`config.mk`:
```
export PLATFORM = sky130hd
export DESIGN_NAME = rainbow_pixel_generator
export DESIGN_NICKNAME = d
export VERILOG_FILES = /design/src/rtl/core/rpg_pkg.sv /design/src/rtl/core/rpg_div.sv /design/src/rtl/core/rainbow_pixel_generator.sv
export SDC_FILE = /design/constraint.sdc
export NUM_CORES = 1
export LEC_CHECK = 0
export CAP_MARGIN = 20
export CORE_MARGIN = 2
export CORE_UTILIZATION = 62
export DETAILED_ROUTE_END_ITERATION = 10
export DONT_BUFFER_PORTS = 1
export PLACE_DENSITY = 0.85
export SYNTH_ARGS = -nofsm -noshare
export SYNTH_HDL_FRONTEND = slang
export SYNTH_SLANG_ARGS = --single-unit
```
`constraint.sdc`:
```
create_clock -name i_clk -period 6.5 [get_ports i_clk]
set_clock_uncertainty 0.05 [all_clocks]
set_input_delay 1.95 -clock i_clk [delete_from_list [all_inputs] [get_ports i_clk]]
set_output_delay 1.95 -clock i_clk [all_outputs]
set_load 0.02 [all_outputs]
```
`src/rtl/core/rpg_pkg.sv`:
```
package rpg_pkg;

    localparam int unsigned IDX_W      = 8;
    localparam int unsigned LEN_W      = 16;
    localparam int unsigned COLOR_W    = 8;
    localparam int unsigned APB_ADDR_W = 3;
    localparam int unsigned APB_DATA_W = 32;

    // dividend is pixel_index * 256, one quotient bit per step
    localparam int unsigned DVD_W     = IDX_W + 8;
    localparam int unsigned DIV_STEPS = DVD_W;
    localparam int unsigned CNT_W     = $clog2(DIV_STEPS);

    localparam logic [LEN_W-1:0] LEN_RESET = LEN_W'(2);

    // register index, taken from paddr[2]
    localparam logic REG_EFFECT_LENGTH = 1'b0;

    localparam logic [7:0] SEG_1    = 8'd85;
    localparam logic [7:0] SEG_2    = 8'd170;
    localparam logic [7:0] FULL_LVL = 8'd255;

    typedef enum logic {
        S_IDLE,
        S_BUSY
    } t_state;

    typedef struct packed {
        logic [COLOR_W-1:0] red;
        logic [COLOR_W-1:0] green;
        logic [COLOR_W-1:0] blue;
    } t_rgb;

    function automatic t_rgb wheel(input logic [7:0] pos);
        logic [7:0] w;
        logic [7:0] v;
        logic [9:0] v3;
        t_rgb       c;
        w = ~pos;
        if (w < SEG_1) begin
            v = w;
        end else if (w < SEG_2) begin
            v = w - SEG_1;
        end else begin
            v = w - SEG_2;
        end
        v3 = {2'b00, v} * 10'd3;
        if (w < SEG_1) begin
            c.red   = FULL_LVL - v3[7:0];
            c.green = '0;
            c.blue  = v3[7:0];
        end else if (w < SEG_2) begin
            c.red   = '0;
            c.green = v3[7:0];
            c.blue  = FULL_LVL - v3[7:0];
        end else begin
            c.red   = v3[7:0];
            c.green = FULL_LVL - v3[7:0];
            c.blue  = '0;
        end
        return c;
    endfunction

endpackage

```
`src/rtl/core/rpg_div.sv`:
```
module rpg_div (
    input  logic                       i_clk,
    input  logic                       i_rst_n,
    input  logic                       i_start,
    input  logic [rpg_pkg::IDX_W-1:0]  i_pixel_index,
    input  logic [rpg_pkg::LEN_W-1:0]  i_divisor,
    output logic                       o_done,
    output logic [7:0]                 o_quo
);
    import rpg_pkg::*;

    logic                 r_run, n_run;
    logic                 r_done, n_done;
    logic [CNT_W-1:0]     r_cnt, n_cnt;
    logic [LEN_W-1:0]     r_rem, n_rem;
    logic [DVD_W-1:0]     r_dvd, n_dvd;
    logic [7:0]           r_quo, n_quo;

    logic [LEN_W:0]       rem_sh;
    logic [LEN_W+1:0]     diff;
    logic                 qbit;

    // restoring division, one quotient bit per cycle
    always_comb begin
        rem_sh = {r_rem, r_dvd[DVD_W-1]};
        diff   = {1'b0, rem_sh} - {2'b00, i_divisor};
        qbit   = ~diff[LEN_W+1];
    end

    always_comb begin
        n_run  = r_run;
        n_done = r_done;
        n_cnt  = r_cnt;
        n_rem  = r_rem;
        n_dvd  = r_dvd;
        n_quo  = r_quo;
        if (i_start) begin
            n_run  = 1'b1;
            n_done = 1'b0;
            n_cnt  = '0;
            n_rem  = '0;
            n_dvd  = {i_pixel_index, 8'h00};
        end else if (r_run) begin
            n_rem = qbit ? diff[LEN_W-1:0] : rem_sh[LEN_W-1:0];
            n_dvd = {r_dvd[DVD_W-2:0], 1'b0};
            n_quo = {r_quo[6:0], qbit};
            n_cnt = r_cnt + CNT_W'(1);
            if (r_cnt == CNT_W'(DIV_STEPS - 1)) begin
                n_run  = 1'b0;
                n_done = 1'b1;
            end
        end
    end

    always_ff @(posedge i_clk) begin
        if (!i_rst_n) begin
            r_run  <= 1'b0;
            r_done <= 1'b0;
            r_cnt  <= '0;
        end else begin
            r_run  <= n_run;
            r_done <= n_done;
            r_cnt  <= n_cnt;
        end
        r_rem <= n_rem;
        r_dvd <= n_dvd;
        r_quo <= n_quo;
    end

    assign o_done = r_done;
    assign o_quo  = r_quo;

endmodule

```
`src/rtl/core/rainbow_pixel_generator.sv`:
```
// accepted request: bit-serial divide, then wheel color into the output register
// requests stall until the last result is loaded; bit-serial divider (16 steps)
// a finished result waits in the output register while the next request is divided
// reset (i_rst_n low, synchronous): phase 0, effect_length 2, no result pending
module rainbow_pixel_generator (
    input  logic                            i_clk,
    input  logic                            i_rst_n,
    input  logic                            i_in_valid,
    output logic                            o_in_stall,
    input  logic [rpg_pkg::IDX_W-1:0]       i_pixel_index,
    input  logic                            i_new_frame,
    output logic                            o_out_valid,
    input  logic                            i_out_stall,
    output logic [rpg_pkg::COLOR_W-1:0]     o_red,
    output logic [rpg_pkg::COLOR_W-1:0]     o_green,
    output logic [rpg_pkg::COLOR_W-1:0]     o_blue,
    input  logic                            psel,
    input  logic                            penable,
    input  logic                            pwrite,
    input  logic [rpg_pkg::APB_ADDR_W-1:0]  paddr,
    input  logic [rpg_pkg::APB_DATA_W-1:0]  pwdata,
    output logic [rpg_pkg::APB_DATA_W-1:0]  prdata,
    output logic                            pready
);
    import rpg_pkg::*;

    t_state            r_state, n_state;
    logic [LEN_W-1:0]  r_len, n_len;
    logic [7:0]        r_phase, n_phase;
    logic              r_out_valid, n_out_valid;
    t_rgb              r_rgb, n_rgb;

    logic              in_acc;
    logic              slot_free;
    logic              load_out;
    logic              div_done;
    logic [7:0]        div_quo;
    logic [LEN_W-1:0]  divisor;
    logic              cfg_wr;

    assign pready = 1'b1;
    assign cfg_wr = psel && penable && pwrite && pready;
    assign prdata = (paddr[2] == REG_EFFECT_LENGTH)
                    ? {(APB_DATA_W - LEN_W)'(0), r_len} : '0;

    // zero length divides by one
    assign divisor   = (r_len == '0) ? LEN_W'(1) : r_len;
    assign slot_free = !r_out_valid || !i_out_stall;
    assign in_acc    = i_in_valid && !o_in_stall;

    rpg_div u_div (
        .i_clk         (i_clk),
        .i_rst_n       (i_rst_n),
        .i_start       (in_acc),
        .i_pixel_index (i_pixel_index),
        .i_divisor     (divisor),
        .o_done        (div_done),
        .o_quo         (div_quo)
    );

    always_comb begin
        n_state = r_state;
        case (r_state)
            S_IDLE: begin
                if (i_in_valid) n_state = S_BUSY;
            end
            S_BUSY: begin
                if (div_done && slot_free) n_state = S_IDLE;
            end
            default: n_state = S_IDLE;
        endcase
    end

    always_comb begin
        o_in_stall = 1'b1;
        load_out   = 1'b0;
        case (r_state)
            S_IDLE: o_in_stall = 1'b0;
            S_BUSY: load_out   = div_done && slot_free;
            default: ;
        endcase
    end

    always_comb begin
        n_len = r_len;
        if (cfg_wr && paddr[2] == REG_EFFECT_LENGTH) n_len = pwdata[LEN_W-1:0];
        n_phase = r_phase;
        if (in_acc && i_new_frame) n_phase = r_phase + 8'd1;
        n_rgb = r_rgb;
        if (load_out) n_rgb = wheel(div_quo + r_phase);
        n_out_valid = r_out_valid;
        if (load_out) begin
            n_out_valid = 1'b1;
        end else if (!i_out_stall) begin
            n_out_valid = 1'b0;
        end
    end

    always_ff @(posedge i_clk) begin
        if (!i_rst_n) begin
            r_state     <= S_IDLE;
            r_len       <= LEN_RESET;
            r_phase     <= '0;
            r_out_valid <= 1'b0;
        end else begin
            r_state     <= n_state;
            r_len       <= n_len;
            r_phase     <= n_phase;
            r_out_valid <= n_out_valid;
        end
        r_rgb <= n_rgb;
    end

    assign o_out_valid = r_out_valid;
    assign o_red       = r_rgb.red;
    assign o_green     = r_rgb.green;
    assign o_blue      = r_rgb.blue;

endmodule

```
-- Word-level counts from Yosys, hierarchy flattened
Index checks and enable logic that the tools add are counted.
- logic and storage cells: 65
- input bits: 51
- bits in registers: 88
- reduce and logical (&&, ||, !) cells: 14
- mux-type cells: 20
- $lt $le $gt $ge: 2
- $add $sub $neg: 7
- bitwise logic cells: 6
- $mul: 1
- eq/ne operators: 2
- operator list (operator ; count):
    16-bit 2-to-1 mux ; 5
    24-bit 2-to-1 mux ; 2
    8-bit 2-to-1 mux ; 3
    17-bit by 16-bit subtractor with 18-bit output ; 1
    16-bit zero test ; 1
    1-bit 2-to-1 mux ; 9
    8-bit by 1-bit adder with 8-bit output (second input constant) ; 1
    8-bit adder ; 1
    8-bit by 7-bit less-than comparator with 1-bit output (second input constant) ; 1
    8-bit less-than comparator (second input constant) ; 1
    8-bit by 2-bit multiplier with 8-bit output (second input constant) ; 1
    8-bit inverter ; 1
    8-bit by 7-bit subtractor with 8-bit output (second input constant) ; 1
    8-bit subtractor (first input constant) ; 1
    8-bit subtractor (second input constant) ; 1
    1-bit logical AND ; 6
    1-bit inverter ; 5
    4-bit by 1-bit adder with 4-bit output (second input constant) ; 1
    4-bit == test (second input constant) ; 1
    2-bit AND reduction ; 2
    1-bit zero test ; 2
    2-bit by 1-bit != test with 1-bit output (second input constant) ; 1
    1-bit one-hot mux with 2 select lines ; 1
    2-bit nonzero test ; 1
    other kinds (2) ; 2

-- Longest topological paths before layout
Gate-level depths: netlist of run 1.
- depth in word-level cells: 10
- depth in mapped cells: 21
- mapped depth without buffers: 20

-- By module
Synthesis of run 1 repeated with hierarchy kept, for this count alone.
- cells, all modules: 656
- area, all modules: 6102.1 µm²
- by module, submodules not included (module ; seq. area each (µm²) ; times used ; cells each ; area an instance (µm²)):
    rainbow_pixel_generator ; 1241.2 ; 1 ; 424 ; 3821.2
    rpg_div ; 920.9 ; 1 ; 232 ; 2280.9

-- Least setup slack after synthesis of run 1
Ideal clock, no wire load.
- path type: reg2reg
- start point: register u_div.r_quo[0] (netlist: u_div.o_quo[0])
- end point: register r_rgb, in the netlist o_green[7] (data pin)
- data arrival time: 4.451 ns
- setup slack: 1.744 ns
- cell stages (with the launch flop): 19
- library setup time: 0.255 ns
- cells stage by stage: edfxtp_1 ha_1 fa_1 nand3_2 a21oi_1 nor2_1 a21oi_1 o21ai_1 clkbuf_1 nand2_1 xnor2_1 ha_1 inv_1 fa_1 inv_1 a41oi_2 o311a_2 ha_1 and2_1
- cells in the longest elaborated chain, start to end: 9
- ends and longest elaborated chain (what ; line ; RTL):
    start, declared ; rpg_div.sv:17 ; logic [7:0] r_quo, n_quo;
    start signal, assigned ; rpg_div.sv:67 ; r_quo <= n_quo;
    8-bit adder * ; rainbow_pixel_generator.sv:90 ; if (load_out) n_rgb = wheel(div_quo + r_phase);
    8-bit inverter * ; rpg_pkg.sv:39 ; w = ~pos;
    8-bit subtractor, or another cell as far along ; rpg_pkg.sv:45 ; v = w - SEG_2;
    8-bit 2-to-1 mux ; rpg_pkg.sv:42 ; end else if (w < SEG_2) begin
    8-bit 2-to-1 mux ; rpg_pkg.sv:40 ; if (w < SEG_1) begin
    8-bit 2-to-1 mux ; rainbow_pixel_generator.sv:90 ;
    8-bit by 2-bit multiplier with 8-bit output ; rpg_pkg.sv:47 ; v3 = {2'b00, v} * 10'd3;
    8-bit subtractor ; rpg_pkg.sv:58 ; c.green = FULL_LVL - v3[7:0];
    24-bit 2-to-1 mux ; rpg_pkg.sv:52 ; end else if (w < SEG_2) begin
    end signal, assigned ; rainbow_pixel_generator.sv:111 ; r_rgb <= n_rgb;
    end, declared ; rainbow_pixel_generator.sv:31 ; t_rgb r_rgb, n_rgb;
Mark *: on every way between the ends. The rest lies on a longest branch, timed or not. The select of a mux whose other input is x is not followed.
A chain may end at the register's enable or synchronous reset.

-- Final worst setup path of run 1
Ends and elaborated chain as after synthesis.

==> results of run 1 <==
[worst max-delay path, stage by stage (launching register included)]
cell	delay [ns]
edfxtp_1	0.39
ha_1	0.23
fa_1	0.63
ha_1	0.25
nor2_1	0.08
nor3_1	0.30
o21a_1	0.21
o21ai_1	0.07
buf_4	0.24
nand2_1	0.11
nand2_1	0.05
o21ai_0	0.40
ha_1	0.30
inv_1	0.09
fa_1	0.40
inv_1	0.14
a41oi_2	0.18
o311a_2	0.48
ha_1	0.28
and2_1	0.13
[power by group]
part / switching (W) / total [W] / internal, W
Sequential: 0.0000453 / 0.000698 / 0.000652
Combinational: 0.000546 / 0.000964 / 0.000418
Clock: 0.000197 / 0.000373 / 0.000176
[metrics by stage]
stage	instance area (um^2)	power, W	instances	utilization [%]	worst slack [ns]
floorplan	5830	0.00149	659	-	1.74
global placement	5780	0.00160	735	63.2	1.55
detailed placement	5780	0.00165	735	63.2	1.31
CTS	5970	0.00203	751	65.2	1.26
global route	5970	0.00218	751	65.2	0.939
finish	5970	0.00203	751	65.2	1.24
[routing by layer]
metal | share of wire [%] | routed length (um) | up-vias
met5 | 0 | 0 | -
met4 | 3.0 | 357 | 0
met2 | 52 | 6300 | 127
met3 | 5.5 | 660 | 34
met1 | 39 | 4770 | 2066
li1 | - | - | 2180
[path summary, 6_finish.rpt]
kind | startpoint | endpoint | depth (start not counted)
hold reg to reg | u_div.o_quo[2] | u_div.o_quo[3] | 0
setup reg to reg | u_div.o_quo[0] | o_green[7] | 19
hold / removal | u_div.o_quo[2] | u_div.o_quo[3] | 0
setup / recovery | u_div.o_quo[0] | o_green[7] | 19
[flip-flops by register name, indices dropped and copies added (netlist names)]
signal / flops
o_blue: 8
o_green: 8
o_out_valid: 1
o_red: 8
r_len: 16
r_phase: 8
r_state: 1
u_div.o_done: 1
u_div.o_quo: 8
u_div.r_cnt: 4
u_div.r_dvd: 8
u_div.r_rem: 16
u_div.r_run: 1
[cell usage after synthesis, types with 4 or more instances]
cell	count	share of area [%]
nand2_1	101	6.6
dfxtp_1	48	17
ha_1	48	10
nor2_1	44	2.9
edfxtp_1	40	21
o21ai_0	36	3.1
inv_1	35	2.3
a21oi_1	33	2.9
xnor2_1	23	3.5
and2_1	20	2.2
buf_4	19	2.5
clkbuf_1	18	1.2
a21boi_0	17	2.2
xor2_1	14	2.1
mux2i_1	10	1.7
o21a_1	10	1.3
nor2b_1	9	0.98
nand3_1	7	0.61
nor3_1	7	0.61
a21o_1	6	0.78
nand2b_1	6	0.65
o21ai_1	6	0.52
a211oi_1	5	0.65
a31oi_1	5	0.54
o211ai_1	4	0.52
or2_2	4	0.43
[cells by family after synthesis]
group	Yosys count	synth area share (%)
other	2	0.130
XOR/XNOR	40	6.46
buffers and inverters	76	6.22
adder cells (fa/ha/maj)	51	11.4
AND/OR/NAND/NOR	227	18.7
multiplexers	10	1.73
flip-flops	88	37.5
AO/OA/AOI/OAI	150	17.8
[cell type report]
type                            instances  share of cell area (%)
Tap cell                              111                    2.33
Clock inverter                          6                    1.01
Timing Repair Buffer                    5                   0.629
Multi-Input combinational cell        495                    55.4
Sequential cell                        88                    36.2
Clock buffer                           10                    2.14
Inverter                               36                    2.26
[layout by cell type, fill, tap and decap left out, types with 4 or more instances in the layout]
cell type | Yosys | layout
edfxtp_1 | 40 | 40
conb_1 | 2 | 17
nor2b_1 | 9 | 9
nand3_1 | 7 | 7
nand2_1 | 101 | 101
nor2_1 | 44 | 44
inv_1 | 35 | 35
and2_1 | 20 | 20
a211oi_1 | 5 | 5
dfxtp_1 | 48 | 48
clkbuf_8 | 0 | 9
a21boi_0 | 17 | 17
nand2b_1 | 6 | 6
buf_4 | 19 | 5
a21o_1 | 6 | 6
o21ai_1 | 6 | 6
o21a_1 | 10 | 10
o21ai_0 | 36 | 36
xnor2_1 | 23 | 23
or2_2 | 4 | 4
a21oi_1 | 33 | 32
nor3_1 | 7 | 7
xor2_1 | 14 | 14
a31oi_1 | 5 | 5
o211ai_1 | 4 | 4
ha_1 | 48 | 48
mux2i_1 | 10 | 10
==> results.sh, run 1 <==
export IMPL_grt_pass1_vias=4381
export IMPL_grt_usage_pct=24.4
export IMPL_numClockSinks=88
export IMPL_multiInputGateArea_um2=3310
export IMPL_regArea_um2=2160
export IMPL_hp_class="reg2reg"
export IMPL_synthDistinctLibCells=71
export IMPL_setup_viol=0
export IMPL_htreeDepth=3
export IMPL_cts_tree="yes"
export IMPL_rows=35
export IMPL_power_leakage_nw=2.40
export IMPL_drt_iter0_drc=224
export IMPL_outcome="finished, final reports clean"
export IMPL_fmax_ghz=0.190
export IMPL_synth_warnings=0
export IMPL_firstDrtPassIters=4
export IMPL_start_util_pct=63.0
export IMPL_end_kind="flop"
export IMPL_die_area_um2=10100
export IMPL_gr_usage_met1_pct=26.8
export IMPL_avgSynthCellArea_um2=8.96
export IMPL_powerDensity_nw_per_um2=341
export IMPL_hpwl_um=8870
export IMPL_syn_area_um2=5770
export IMPL_hold_violations=0
export IMPL_wire_per_inst_um=16.1
export IMPL_routed_wl_um=12100
export IMPL_seq_area_frac_synth_pct=37.5
export IMPL_period_needed_ns=5.26
export IMPL_areaGrowthSynthToFinish_pct=3.47
export IMPL_core_area_um2=9150
export IMPL_postCtsSetupBuffers=0
export IMPL_grt_max_degree=34
export IMPL_n_fill_cell=712
export IMPL_slew_headroom_pct=27.6
export IMPL_async_flop_share_pct=0
export IMPL_antenna_found_initial=0
export IMPL_post_route_drc_count=0
export IMPL_antenna_cells=0
export IMPL_drive_above_1_share_pct=6.41
export IMPL_io_buffers=0
export IMPL_crit_required_ns=6.57
export IMPL_die_h_um=100
export IMPL_crit_type="reg2reg"
export IMPL_gr_usage_met2_pct=45.3
export IMPL_whs_ns=0.404
export IMPL_rsz0062_at_grt="false"
export IMPL_clkTransAtPathRegs_ns=0.09
export IMPL_gr_total_overflow=0
export IMPL_cts_resized_gates=0
export IMPL_maxCapViolCount=0
export IMPL_synth_flop_cell="dfxtp_1"
export IMPL_ir_worst_vdd_mv=0.222
export IMPL_gp_congestion=0.884
export IMPL_slew_violations=0
export IMPL_tns_ns=0
export IMPL_vias=4407
export IMPL_hold_buffers=0
export IMPL_synth_seq_cells=88
export IMPL_critPathArrivalTime_ns=5.32
export IMPL_synth_edf_count=40
export IMPL_cts_made_buffers=9
export IMPL_synthCells=644
export IMPL_grt_pass1_wl_um=19800
export IMPL_rrSetupSlack_ns=1.24
export IMPL_tightest_slew_ns=1.08
export IMPL_start_kind="flop"
export IMPL_clockBufferDepth=2
export IMPL_grt_use_met3_pct=5.20
export IMPL_period_share_pct=80.9
export IMPL_clkLatencyLatePin_ns=0.36
export IMPL_antenna_left=0
export IMPL_pin_count=110
export IMPL_finalNetCount=737
export IMPL_viasPerCell=5.87
export IMPL_root_buffer="clkbuf_8"
export IMPL_grt_most_used_layer="met2"
export IMPL_cp_max_fo=33
export IMPL_die_w_um=100
No activity file was read; power rests on OpenSTA's default activity.
==> run 2: changes to the inputs <==
Settings changed: CORE_UTILIZATION 62 to 58, PLACE_DENSITY 0.85 to 0.83.
Clock period 6.5 ns to 4.5 ns, I/O delays scaled along.
==> results.sh, run 2 (synthesis results as in run 1) <==
export IMPL_post_place_cells=780
export IMPL_finalNetCount=768
export IMPL_rr_worst_depth=18
export IMPL_reg_top3="r_len x16, u_div.r_rem x16"
export IMPL_period_needed_ns=4.41
export IMPL_routed_wl_um=12500
export IMPL_root_buffer="clkbuf_8"
export IMPL_hold_violations=0
export IMPL_viasPerCell=5.70
export IMPL_slew_violations=0
export IMPL_hold_buffers=0
export IMPL_slew_headroom_pct=28.4
export IMPL_die_h_um=104
export IMPL_fin_cells=804
export IMPL_hpwl_um=9260
export IMPL_end_kind="flop"
export IMPL_antenna_cells=0
export IMPL_drt_iter0_drc=234
export IMPL_outcome="finished, final reports clean"
export IMPL_fmax_ghz=0.227
export IMPL_ir_worst_vdd_mv=0.296
export IMPL_swShare_pct=37.7
export IMPL_critPathArrivalTime_ns=4.50
export IMPL_layout_commonest_cell="nand2_1"
export IMPL_gr_total_overflow=0
export IMPL_crit_required_ns=4.59
export IMPL_core_area_um2=9730
export IMPL_setup_viol=0
export IMPL_antenna_left=0
export IMPL_start_kind="flop"
export IMPL_grt_pass1_wl_um=20400
export IMPL_post_route_drc_count=0
export IMPL_crit_type="reg2reg"
export IMPL_io_buffers=0
export IMPL_rows=36
export IMPL_cts_tree="yes"
export IMPL_die_area_um2=10800
export IMPL_pwr_share_seq_pct=32.3
export IMPL_power_leakage_nw=2.59
export IMPL_tightest_slew_ns=1.07
export IMPL_placed_area_um2=5990
export IMPL_p_clk_share_pct=19.8
export IMPL_clkLatencyLatePin_ns=0.37
export IMPL_whs_path_depth=0
export IMPL_antenna_found_initial=0
export IMPL_numClockSinks=88
export IMPL_grt_pass1_vias=4485
export IMPL_maxCapViolCount=0
export IMPL_stdcell_area_um2=6470
export IMPL_n_fill_cell=809
export IMPL_vias=4580
export IMPL_cp_max_fo=12
export IMPL_start_util_pct=59.3
export IMPL_grt_usage_pct=23.2
export IMPL_die_w_um=104
export IMPL_hp_class="reg2reg"
export IMPL_powerDensity_nw_per_um2=481
export IMPL_firstDrtPassIters=4
export IMPL_areaGrowthSynthToFinish_pct=12.1
export IMPL_p_int_w=0.00194
export IMPL_cts_made_buffers=9
export IMPL_wire_per_inst_um=15.6
export IMPL_htreeDepth=3
export IMPL_layout_common_cells="nand2_1, dfxtp_1, ha_1"
export IMPL_period_share_pct=97.9
export IMPL_combPwrFrac_pct=47.9
export IMPL_clkTransAtPathRegs_ns=0.09
export IMPL_gp_congestion=0.875
export IMPL_pin_count=110
export IMPL_drive_above_1_share_pct=15.2
export IMPL_grt_max_degree=32
export IMPL_fin_util_pct=66.5
export IMPL_p_sw_w=0.00117
export IMPL_tns_ns=0
export IMPL_clockBufferDepth=2
## run 2: cell count changes in the layout (fill, tap and decap cells not counted), sizes merged
cell and change:
bufinv +1, inv +1, clkinvlp +3, clkinv -4, clkbuf -1, buf +31
## run 2: per-stage QoR
step | worst slack [ns] | power [W] | hold WS (ns)
after floorplan | 0.0258 | 0.00215 | 0.381
after global placement | 0.0222 | 0.00239 | 0.385
after detailed placement | -0.0699 | 0.00244 | 0.394
after CTS | 0.00289 | 0.00307 | 0.416
after global routing | -0.0621 | 0.00334 | 0.441
final | 0.0937 | 0.00311 | 0.417
## run 2: worst max-delay path: stages, from the launching register on
cell and delay, ns:
edfxtp_1 0.40, ha_2 0.22, fa_2 0.48, ha_2 0.23
nor2_2 0.16, nor3_2 0.06, o21a_1 0.24, o21ai_2 0.21
buf_6 0.19, o21ai_0 0.11, nor2_1 0.19, xnor2_2 0.16
ha_1 0.27, or3_1 0.37, a211oi_2 0.21, a31oi_1 0.08
o311a_4 0.14, ha_1 0.27, and2_1 0.13
## run 2: worst paths after layout
path	from	end	slack, ns
hold / removal	u_div.o_quo[2]	u_div.o_quo[3]	0.42
setup / recovery	u_div.o_quo[0]	o_green[7]	0.09
hold reg to reg	u_div.o_quo[2]	u_div.o_quo[3]	0.42
setup reg to reg	u_div.o_quo[0]	o_green[7]	0.09
## run 2: metal layers
metal,vias up,wire length [um],track usage [%]
met5,-,0,0
met4,0,409,12.5
met3,27,376,3.52
met2,83,6400,42.1
met1,2211,5330,26.2
li1,2259,-,-
## run 2: timing repair
| action | 4_1_cts | 5_1_grt |
|---|---|---|
| resized for setup | 3 | 37 |
| pin swaps | 2 | 9 |
| endpoints found under the setup margin | 4 | 12 |
| buffers inserted | 2 | 6 |
## run 2: final cells by class
type / count / area (um^2) / share of cell area, %
inverter: 36 / 135 / 2.09
timing repair buffer: 36 / 274 / 4.24
clock inverter: 7 / 95.1 / 1.47
tap: 133 / 166 / 2.57
sequential: 88 / 2160 / 33.4
multi-input combinational: 495 / 3510 / 54.3
clock buffer: 9 / 124 / 1.92
## run 2: power groups by stage
| stage | logic [W] | clock network [W] | registers [W] |
|---|---|---|---|
| after global routing | 0.00168 | 0.000654 | 0.00101 |
| after CTS | 0.00144 | 0.000625 | 0.00100 |
| after global placement | 0.00137 | 0 | 0.00102 |
| after detailed placement | 0.00142 | 0 | 0.00102 |
| final | 0.00149 | 0.000615 | 0.00101 |
| after floorplan | 0.00115 | 0 | 0.000999 |
==> run 3: changes to the inputs <==
Settings changed: CORE_UTILIZATION 58 to 62, GPL_TIMING_DRIVEN from default to 1, PLACE_DENSITY 0.83 to 0.85.
Clock period 4.5 ns to 4.4 ns, I/O delays scaled along.
==> results.sh, run 3 (synthesis results as in run 1) <==
export IMPL_grt_usage_pct=26.3
export IMPL_clkLatencyLatePin_ns=0.38
export IMPL_setup_viol=5
export IMPL_cp_top_family="adder cells"
export IMPL_root_buffer="clkbuf_8"
export IMPL_ir_worst_vdd_mv=0.494
export IMPL_numClockSinks=88
export IMPL_fin_util_pct=74.1
export IMPL_critical_path_max_stage_delay_ns=0.44
export IMPL_cts_made_buffers=9
export IMPL_pin_count=110
export IMPL_path_buf_inv=3
export IMPL_end_kind="flop"
export IMPL_rr_worst_depth=19
export IMPL_tightest_slew_ns=0.770
export IMPL_core_area_um2=9150
export IMPL_path_cells="ha_4, fa_2, xor2_2, buf_4, nor2_4, nor3_4, o21a_1, o21ai_4, nand2_2, xnor2_2, ha_2, inv_1, fa_1, inv_2, a41oi_4, a31oi_1, o311a_4, ha_4, and2_4"
export IMPL_areaGrowthSynthToFinish_pct=17.5
export IMPL_cts_tree="yes"
export IMPL_wire_per_inst_um=18.8
export IMPL_hp_class="reg2reg"
export IMPL_timing_rr_end="o_green[7]"
export IMPL_vias=4967
export IMPL_rows=35
export IMPL_drt_iter0_drc=289
export IMPL_whs_path_depth=0
export IMPL_period_share_pct=105
export IMPL_antenna_left=0
export IMPL_rrSetupSlack_ns=-0.21
export IMPL_routed_wl_um=15100
export IMPL_outcome="finished with violations"
export IMPL_die_w_um=100
export IMPL_crit_type="reg2reg"
export IMPL_hp_start="u_div.o_quo[3]"
export IMPL_crit_required_ns=4.51
export IMPL_cp_max_fo=5
export IMPL_clkTransAtPathRegs_ns=0.11
export IMPL_critPathArrivalTime_ns=4.72
export IMPL_viasPerCell=6.19
export IMPL_io_buffers=0
export IMPL_total_power_w=0.00344
export IMPL_cp_common_cell="ha_4"
export IMPL_reg_top3="r_len x16, u_div.r_rem x16"
export IMPL_hold_violations=0
export IMPL_placed_area_um2=6040
export IMPL_slew_headroom_pct=48.7
export IMPL_timing_rr_start="u_div.o_quo[0]"
export IMPL_gp_congestion=0.924
export IMPL_cp_slowest_cell="edfxtp_1"
export IMPL_hpwl_um=9220
export IMPL_layout_commonest_cell="nand2_1"
export IMPL_power_leakage_nw=2.72
export IMPL_firstDrtPassIters=5
export IMPL_maxCapViolCount=0
export IMPL_layout_common_cells="nand2_1, buf_4, dfxtp_1"
export IMPL_start_kind="flop"
export IMPL_finalNetCount=789
export IMPL_stdcell_area_um2=6780
export IMPL_slew_violations=0
export IMPL_fmax_ghz=0.217
export IMPL_fin_ws_ns=-0.209
export IMPL_failed_checks="negative setup slack"
export IMPL_antenna_found_initial=0
export IMPL_hold_path_end="u_div.o_quo[4]"
export IMPL_htreeDepth=3
export IMPL_grt_max_degree=32
export IMPL_powerDensity_nw_per_um2=508
export IMPL_die_area_um2=10100
export IMPL_rsz0062_at_grt="true"
export IMPL_gr_total_overflow=0
export IMPL_drive_above_1_share_pct=19.9
export IMPL_post_route_drc_count=0
export IMPL_die_h_um=100
export IMPL_period_needed_ns=4.61
export IMPL_grt_pass1_wl_um=21000
export IMPL_grt_pass1_vias=4562
export IMPL_dp_slack_ns=-0.163
export IMPL_start_util_pct=63.0
export IMPL_clockBufferDepth=2
export IMPL_antenna_cells=0
run 3: layout make-up:
type                    count  area (um^2)
multi-input cells         495         3650
fillers                   563         2370
flip-flops and latches     88         2160
repair buffers             57          458
clock buffers              12          156
well taps                 111          139
inverters                  36          135
clock inverters             4         76.3
run 3: per-layer routing:
layer,part of all wire [%],global-route usage (%)
met1,38,29.4
met2,51,46.9
met3,6.1,5.34
met4,4.8,13.9
met5,0,0
run 3: worst max-delay path by stage:
stage,start,to,slack [ns],cells after the start
detailed placement,u_div.o_quo[0],o_green[7],-0.16,18
CTS,u_div.o_quo[4],o_green[7],0.005,16
finish,u_div.o_quo[0],o_green[7],-0.21,19
global route,u_div.o_quo[0],o_green[7],-0.26,19
global placement,u_div.o_quo[0],o_green[7],-0.03,18
floorplan,u_div.o_quo[3],o_green[7],0.01,17
run 3: per-stage QoR:
stage | hold WS [ns] | std cells | setup TNS, ns
detailed placement | 0.390 | 766 | -0.327
global route | 0.424 | 803 | -0.910
floorplan | 0.381 | 659 | 0
CTS | 0.411 | 788 | 0
finish | 0.412 | 803 | -0.420
global placement | 0.386 | 766 | -0.0321
run 3: power breakdown:
part	leakage, nW	internal [W]	switching (W)
logic	1.85	0.000791	0.000968
registers	0.764	0.000963	0.0000640
clock network	0.112	0.000356	0.000302
run 3: what timing repair did:
item	CTS	global route
gates resized for setup	11	54
pin swaps	3	24
buffers inserted	6	15
endpoints found under the setup margin	7	10
hold buffers	0	0
run 3: worst reg2reg max path, cell delays in order (launching register included):
cell and delay (ns):
edfxtp_1 0.44, ha_4 0.21, fa_2 0.42, xor2_2 0.18, buf_4 0.16, nor2_4 0.13
nor3_4 0.06, o21a_1 0.24, o21ai_4 0.28, nand2_2 0.12, xnor2_2 0.21, ha_2 0.23
inv_1 0.07, fa_1 0.40, inv_2 0.11, a41oi_4 0.16, a31oi_1 0.31, o311a_4 0.30
ha_4 0.20, and2_4 0.13
